--- src/rtl/timestamp_ordered_event_queue_core_assert.svh ---
// Assertion macros for the timestamp-ordered event queue.
// Each macro expects a clock named clk and an active-low reset named arst_n in scope.
`ifndef TIMESTAMP_ORDERED_EVENT_QUEUE_CORE_ASSERT_SVH
`define TIMESTAMP_ORDERED_EVENT_QUEUE_CORE_ASSERT_SVH

// The consequent must hold in the same cycle as the antecedent.
`define TOEQ_ASSERT_SAME(label, ante, cons, msg) \
	label: assert property (@(posedge clk) disable iff (!arst_n) (ante) |-> (cons)) \
		else $error(msg);

// The consequent must hold in the cycle after the antecedent.
`define TOEQ_ASSERT_NEXT(label, ante, cons, msg) \
	label: assert property (@(posedge clk) disable iff (!arst_n) (ante) |=> (cons)) \
		else $error(msg);

`endif

--- src/rtl/toeq_pkg.sv ---
// Shared types and constants for the timestamp-ordered event queue.
// No dependencies; used by toeq_cell and timestamp_ordered_event_queue_core.
`default_nettype none

package toeq_pkg;

	// Field widths of the transfer payloads.
	localparam int TIME_BITS    = 32;
	localparam int DATA_BITS    = 32;
	localparam int HANDLER_BITS = 8;
	localparam int LEN_W        = 5;
	localparam int DEPTH_DEF    = 16;

	typedef enum logic {
		OP_SCHEDULE = 1'b0,
		OP_UPDATE   = 1'b1
	} op_t;

	typedef enum logic [1:0] {
		KIND_ACCEPTED   = 2'd0,
		KIND_DROPPED    = 2'd1,
		KIND_DISPATCHED = 2'd2
	} kind_t;

	typedef enum logic [1:0] {
		ST_IDLE,
		ST_SCHED,
		ST_UPDATE
	} state_t;

	// Request transfer payload.
	typedef struct packed {
		op_t                     operation;
		logic [TIME_BITS-1:0]    event_time;
		logic [HANDLER_BITS-1:0] handler_id;
		logic [DATA_BITS-1:0]    payload;
	} req_t;

	// Response transfer payload.
	typedef struct packed {
		kind_t                   kind;
		logic [TIME_BITS-1:0]    dispatch_time;
		logic [HANDLER_BITS-1:0] out_handler;
		logic [DATA_BITS-1:0]    out_payload;
		logic [LEN_W-1:0]        queue_length;
		logic                    last;
	} rsp_t;

	// One queue entry held in a cell.
	typedef struct packed {
		logic [TIME_BITS-1:0]    due;
		logic [HANDLER_BITS-1:0] handler;
		logic [DATA_BITS-1:0]    data;
	} entry_t;

	// Commands broadcast to every cell of the chain.
	typedef struct packed {
		logic insert;
		logic pop;
	} cell_cmd_t;

endpackage

`default_nettype wire

--- src/rtl/timestamp_ordered_event_queue_core.sv ---
// Channel | Dir | Payload | Transfer rule
// req     | in  | req_t   | req_valid && req_ready at a rising edge of clk
// rsp     | out | rsp_t   | rsp_valid && rsp_ready at a rising edge of clk
//
// A schedule request is captured, then inserted into the shift chain of cells, or dropped when full.
// An update request is captured, then dispatches its due entries one by one, since the chain
// pops its head once per cycle while rsp is free; with nothing due it ends without a response.
// The response register holds one result; a stalled rsp holds the chain until it drains.
// Reset (arst_n low) empties the queue and sets the current time to zero.
// Top level of the timestamp-ordered event queue; depends on toeq_pkg, toeq_cell and
// timestamp_ordered_event_queue_core_assert.svh.
`default_nettype none

`include "timestamp_ordered_event_queue_core_assert.svh"

module timestamp_ordered_event_queue_core
	import toeq_pkg::*;
#(
	parameter int QUEUE_DEPTH = DEPTH_DEF
) (
	input  wire logic clk,
	input  wire logic arst_n,
	input  wire logic req_valid,
	output logic      req_ready,
	input  wire req_t req,
	output logic      rsp_valid,
	input  wire logic rsp_ready,
	output rsp_t      rsp
);

	localparam int CNT_W = $clog2(QUEUE_DEPTH + 1);

	state_t               state_q, state_d;
	req_t                 req_q;
	rsp_t                 rsp_q, rsp_d;
	logic                 rsp_valid_q;
	logic                 rsp_load;
	logic [CNT_W-1:0]     count_q;
	logic [TIME_BITS-1:0] cur_time_q, cur_time_d;
	logic                 cur_load;
	logic                 slot_free;
	logic                 full;
	logic                 head_ordered;
	logic [TIME_BITS-1:0] max_time;
	cell_cmd_t            cmd;
	entry_t               new_entry;
	entry_t               entry_w [QUEUE_DEPTH];
	logic                 keep_w  [QUEUE_DEPTH];

	assign req_ready = (state_q == ST_IDLE);
	assign rsp_valid = rsp_valid_q;
	assign rsp       = rsp_q;
	assign slot_free = !rsp_valid_q || rsp_ready;
	assign full      = (count_q == CNT_W'(QUEUE_DEPTH));
	assign new_entry = '{due: req_q.event_time, handler: req_q.handler_id, data: req_q.payload};
	assign max_time  = (entry_w[0].due > cur_time_q) ? entry_w[0].due : cur_time_q;

	// The two front cells are in due-time order whenever both are occupied.
	assign head_ordered = (entry_w[0].due <= entry_w[1].due);

	// Chain of cells, head at index zero.
	for (genvar i = 0; i < QUEUE_DEPTH; i++) begin : g_cell
		entry_t left_e;
		entry_t right_e;
		logic   left_k;

		if (i == 0) begin : g_head
			assign left_e = new_entry;
			assign left_k = 1'b1;
		end else begin : g_body
			assign left_e = entry_w[i-1];
			assign left_k = keep_w[i-1];
		end

		if (i == QUEUE_DEPTH - 1) begin : g_tail
			assign right_e = entry_w[i];
		end else begin : g_inner
			assign right_e = entry_w[i+1];
		end

		toeq_cell u_cell (
			.clk         (clk),
			.cmd         (cmd),
			.occupied    (count_q > CNT_W'(i)),
			.new_time    (req_q.event_time),
			.new_entry   (new_entry),
			.left_entry  (left_e),
			.left_keep   (left_k),
			.right_entry (right_e),
			.entry       (entry_w[i]),
			.keep        (keep_w[i])
		);
	end

	// Next state.
	always_comb begin
		state_d = state_q;
		unique case (state_q)
			ST_IDLE: begin
				if (req_valid) begin
					state_d = (req.operation == OP_UPDATE) ? ST_UPDATE : ST_SCHED;
				end
			end
			ST_SCHED: begin
				if (slot_free) begin
					state_d = ST_IDLE;
				end
			end
			ST_UPDATE: begin
				if (!keep_w[0] || (slot_free && !keep_w[1])) begin
					state_d = ST_IDLE;
				end
			end
			default: begin
				state_d = ST_IDLE;
			end
		endcase
	end

	// Chain commands, response contents and current time update.
	always_comb begin
		cmd        = '0;
		rsp_load   = 1'b0;
		rsp_d      = '0;
		cur_load   = 1'b0;
		cur_time_d = req_q.event_time;
		unique case (state_q)
			ST_SCHED: begin
				if (slot_free) begin
					rsp_load   = 1'b1;
					rsp_d.last = 1'b1;
					if (full) begin
						rsp_d.kind         = KIND_DROPPED;
						rsp_d.queue_length = LEN_W'(count_q);
					end else begin
						cmd.insert         = 1'b1;
						rsp_d.kind         = KIND_ACCEPTED;
						rsp_d.queue_length = LEN_W'(count_q + 1'b1);
					end
				end
			end
			ST_UPDATE: begin
				if (!keep_w[0]) begin
					cur_load = 1'b1;
				end else if (slot_free) begin
					cmd.pop             = 1'b1;
					rsp_load            = 1'b1;
					cur_load            = 1'b1;
					rsp_d.kind          = KIND_DISPATCHED;
					rsp_d.dispatch_time = max_time;
					rsp_d.out_handler   = entry_w[0].handler;
					rsp_d.out_payload   = entry_w[0].data;
					rsp_d.queue_length  = LEN_W'(count_q - 1'b1);
					rsp_d.last          = !keep_w[1];
					if (keep_w[1]) begin
						cur_time_d = max_time;
					end
				end
			end
			default: begin
			end
		endcase
	end

	// Control registers.
	always_ff @(posedge clk or negedge arst_n) begin
		if (!arst_n) begin
			state_q     <= ST_IDLE;
			rsp_valid_q <= 1'b0;
			count_q     <= '0;
			cur_time_q  <= '0;
		end else begin
			state_q <= state_d;
			if (rsp_load) begin
				rsp_valid_q <= 1'b1;
			end else if (rsp_ready) begin
				rsp_valid_q <= 1'b0;
			end
			if (cmd.insert) begin
				count_q <= count_q + 1'b1;
			end else if (cmd.pop) begin
				count_q <= count_q - 1'b1;
			end
			if (cur_load) begin
				cur_time_q <= cur_time_d;
			end
		end
	end

	// Payload registers.
	always_ff @(posedge clk) begin
		if (req_valid && req_ready) begin
			req_q <= req;
		end
		if (rsp_load) begin
			rsp_q <= rsp_d;
		end
	end

	`TOEQ_ASSERT_SAME(a_count_bound, 1'b1, count_q <= CNT_W'(QUEUE_DEPTH), "queue count above depth")
	`TOEQ_ASSERT_SAME(a_head_sorted, count_q > CNT_W'(1), head_ordered, "head out of order")
	`TOEQ_ASSERT_SAME(a_load_free, rsp_load, slot_free, "response overwritten before transfer")
	`TOEQ_ASSERT_NEXT(a_pop_nonempty, cmd.pop, $past(count_q) != '0, "pop from empty queue")

endmodule

`default_nettype wire

--- src/rtl/toeq_cell.sv ---
// One cell of the sorted shift chain: holds a single entry and its comparator.
// Depends on toeq_pkg.
`default_nettype none

module toeq_cell
	import toeq_pkg::*;
(
	input  wire logic                 clk,
	input  wire cell_cmd_t            cmd,
	input  wire logic                 occupied,
	input  wire logic [TIME_BITS-1:0] new_time,
	input  wire entry_t               new_entry,
	input  wire entry_t               left_entry,
	input  wire logic                 left_keep,
	input  wire entry_t               right_entry,
	output entry_t                    entry,
	output logic                      keep
);

	entry_t entry_q;

	// A held entry stays in place on insert when its due time is not later than the new one.
	assign keep  = occupied && (entry_q.due <= new_time);
	assign entry = entry_q;

	// Insert: the first cell that does not keep takes the new entry, later cells shift right.
	// Pop: every cell takes its right neighbor, the tail cell its own entry.
	always_ff @(posedge clk) begin
		priority if (cmd.insert && !keep) begin
			entry_q <= left_keep ? new_entry : left_entry;
		end else if (cmd.pop) begin
			entry_q <= right_entry;
		end else begin
			entry_q <= entry_q;
		end
	end

endmodule

`default_nettype wire

--- config.mk ---
export PLATFORM = sky130hd
export DESIGN_NAME = timestamp_ordered_event_queue_core
export DESIGN_NICKNAME = d
export VERILOG_FILES = /design/src/rtl/toeq_pkg.sv /design/src/rtl/timestamp_ordered_event_queue_core.sv /design/src/rtl/toeq_cell.sv
export VERILOG_INCLUDE_DIRS = /design/src /design/src/rtl
export SDC_FILE = /design/constraint.sdc
export NUM_CORES = 2
export LEC_CHECK = 0
export ABC_AREA = 1
export BUFFER_PORTS_ARGS = -buffer_cell sky130_fd_sc_hd__buf_2
export CAP_MARGIN = 5
export CELL_PAD_IN_SITES_DETAIL_PLACEMENT = 0
export CELL_PAD_IN_SITES_GLOBAL_PLACEMENT = 1
export CORE_MARGIN = 2
export CORE_UTILIZATION = 49
export DETAILED_ROUTE_END_ITERATION = 10
export GPL_TIMING_DRIVEN = 0
export PLACE_DENSITY_LB_ADDON = 0.1
export SLEW_MARGIN = 0
export SYNTH_ARGS = -nofsm -noshare
export SYNTH_HDL_FRONTEND = slang
export SYNTH_SLANG_ARGS = --single-unit
--- constraint.sdc ---
create_clock -name clk -period 8.9 [get_ports clk]
set_input_delay 0.445 -clock clk [delete_from_list [all_inputs] [get_ports clk]]
set_output_delay 0.445 -clock clk [all_outputs]
set_load 0.03 [all_outputs]
==> summary.md <==
| Metric | Value |
|---|---|
| Status | `finished, final reports clean` |
| Synth top area share | `0.472` |
| Nature of the critical path endpoint | `flop` |
| Nets | `11500` |
| Initial antenna violation count | `11` |
| Worst endpoint data arrival time | `6510 ps` |
| I/O pin total | `159` |
| GR Overflow Total | `0` |
| Synth Net Count | `around 11000` |
| Drt pass-1 iters | `6` |
| Final ANT Viol Nets | `0` |
| Ys async rst share | `0.0298` |
| Most used DFF post-synth | `edfxtp_1` |
| DIE AREA | `roughly 170000 um2` |
| Number of remaining DRC errors | `0` |
| DP Cell Count | `about 13000` |
| Overall Global Routing Usage | `0.343` |
| Clock Latency Late Sink | `about 830 ps` |
| Fill cell count | `roughly 16000` |
| Worst hold-check path type | `primary input to flop` |
| Final Skew | `between 30 and 40 ps` |
| Cell Rows | `150` |
| Slew @ Worst Pin | `1470 ps` |
| CTS tree | `yes` |
| Hpwl dp | `233000 um` |
| First-pass GRT wire length | `444000 um` |
| Design Power | `44400 uW` |
| IR drop worst, VDD | `around 0.31 mV` |
| I/O Buffers | `158` |
| Yosys reg bits | `1344` |
| Worst-path fanout max | `a little over 60` |
| Worst Setup Start Kind | `flop` |
| Core area | `168000 um2` |
| FF+latch area | `40200 um2` |
| Number of max-cap violations | `0` |
| Type of the worst setup path | `flop to flop` |
| Cells after Synth | `between 10000 and 15000` |
| Clk sinks | `1344` |
| Final wirelength | `approximately 300000 um` |
| Pwr Density | `477 nW/um2` |
| Utilization after layout | `0.556` |
| Final Setup Violations | `0` |
| Register area share after synthesis | `0.484` |
| Initial core utilization | `0.495` |
| Ys Warns | `0` |
| Number of synthesized flops with an enable pin | `1304` |
| GP Congestion | `0.929` |
| Fin Hold WS | `~57 ps` |
| Clk buf depth | `3` |
| Vias post-DR | `73800` |
| CTS Buf Count | `160` |
| Synthesis-to-finish area growth | `12.3%` |
| Commonest non-fill, non-tap cell in the layout | `nand2_1` |
| Leak Pwr | `roughly 0.043 uW` |
| Synth top area cells | `edfxtp_1, nand2_1, ha_1` |
| Clock-pin slew on the worst setup and hold paths | `about 60 ps` |
| Fin. Hold Viols | `0` |
| Multi-input gate area | `38500 um2` |
| Root Driver | `clkbuf_16` |
| DIE HEIGHT | `about 420 um` |
| Area leader, netlist | `edfxtp_1` |
| Commonest non-fill, non-tap cells in the layout | `nand2_1, edfxtp_1, nand3_1` |
| Die width | `between 400 and 500 um` |
| RSZ-0062 raised after global routing | `false` |
| Max transition margin | `0.0163` |
| Layout cell share with drive strength beyond 1 | `0.0750` |
| DR WL/cell | `approximately 23 um` |
| Post-layout min period | `between 6000 and 7000 ps` |
| Mean post-synth cell area | `around 8.0 um2` |
| Iteration-0 DRC count of the detailed router | `slightly above 8000` |
| Required @ worst endpoint | `between 9000 and 10000 ps` |
| Vias in the first global route | `69400` |
| Crit share post-route | `0.677` |
| Layout Cells excl Fill | `around 13000` |
| Maximum clock rate | `around 170 MHz` |
| Largest net degree at the start of global routing | `63` |
| Final max-slew violation count | `0` |
| Mapped cell area | `82900 um2` |
| H-tree levels | `4` |
| Reg-to-reg slack, setup | `roughly 2900 ps` |
| Yosys cell types | `44` |
| Drt via density | `~5.6` |
cells in the mapped netlist, types with 2 or more instances:
master,count
inv_1,312
nor2_2,3
ha_1,552
buf_6,26
edfxtp_1,1304
o22ai_1,3
nand2_2,27
nor4_1,3
buf_2,231
nor2_1,203
a21oi_2,2
nand2_1,5246
nor4_2,11
inv_2,22
nand3b_1,40
nand3_1,1083
buf_1,19
o21bai_1,8
dfrtp_1,40
nor4b_2,3
nand4_1,63
a21oi_1,287
o211ai_1,12
nand2_4,3
a21o_1,3
a31oi_1,2
clkbuf_1,308
o21ai_0,440
nor3_1,19
buf_4,60
o21ai_1,40
o21a_1,24
kinds of logic (layout without fill, tap and decap cells):
group                    after synthesis  in the layout  share of synthesized area
adder cells (fa/ha/maj)              552            552                     0.0833
AO/OA/AOI/OAI                        826            826                     0.0518
XOR/XNOR                               2              2                   0.000211
flip-flops                          1344           1344                      0.484
buffers and inverters                978           1528                     0.0528
other                                  0              4                          0
AND/OR/NAND/NOR                     6709           6709                      0.327
per-stage QoR:
stage | setup WS (ps) | TNS, ps | cell area, um2
5_1_grt | 2790 | 0 | 93100
4_1_cts | 2970 | 0 | 93100
6_report | 2870 | 0 | 93100
3_5_place_dp | 2990 | 0 | 87200
3_3_place_gp | -3360 | -394670 | 86400
2_1_floorplan | 1430 | 0 | 82900
critical path, stage by stage (launching register included):
cell and delay [ps]:
edfxtp_1 630, inv_1 640, ha_1 570, nand2_1 80, nor2_1 160, nand4_1 200, nor4_2 320, nand2_1 100
nand2_1 70, nand2_1 220, a21oi_2 1090, inv_2 580, buf_2 360, nand2_4 210, buf_16 340
final timing paths:
check	cells after the start	from	end
max in group asynchronous	2	arst_n	cur_time_q[27]$_DFFE_PN0P_
worst max register to register	14	g_cell[0].left_e[71]$_DFFE_PP_	g_cell[3].u_cell.entry[20]$_DFFE_PP_
min in group asynchronous	2	arst_n	cur_time_q[7]$_DFFE_PN0P_
worst min register to register	2	cur_time_q[11]$_DFFE_PN0P_	cur_time_q[11]$_DFFE_PN0P_
worst min-delay path	5	req_valid	state_q[1]$_DFFE_PN0P_
worst max-delay path	14	g_cell[0].left_e[71]$_DFFE_PP_	g_cell[3].u_cell.entry[20]$_DFFE_PP_
routing by layer:
layer  global-route usage  vias to the layer above  share of wire
li1                     -                    35500              -
met1                0.476                    34700           0.43
met2                0.523                     3107           0.43
met3               0.0839                      500           0.11
met4                0.119                        6          0.037
met5                    0                        -        0.00011
sequential cells by signal, summed over array words and instances, names as in the netlist:
name                 count
rsp_valid                1
state_q                  2
g_cell.u_cell.entry   1152
count_q                  5
g_cell.left_e           72
rsp                     80
cur_time_q              32
layout make-up:
cell class                      instances  share of cell area
Multi-Input combinational cell       8089               0.413
Clock buffer                          204              0.0463
Tap cell                             2204              0.0296
Sequential cell                      1344               0.431
Antenna cell                            4            0.000107
Timing Repair Buffer                  258              0.0230
Clock inverter                         88             0.00922
Inverter                              334              0.0135
Buffer                                644              0.0336
power by group:
group | internal [uW] | switching (uW)
Sequential | 12200 | 2460
Combinational | 6760 | 16300
Clock | 3830 | 2830
Total | 22800 | 21600
what timing repair did:
item,CTS,global route
buffers inserted,0,0
resized for setup,0,0
setup endpoints to repair,0,0
hold buffers,75,0
endpoints found under the hold margin,115,0
Note: power is estimated with default switching activity, not from simulation.
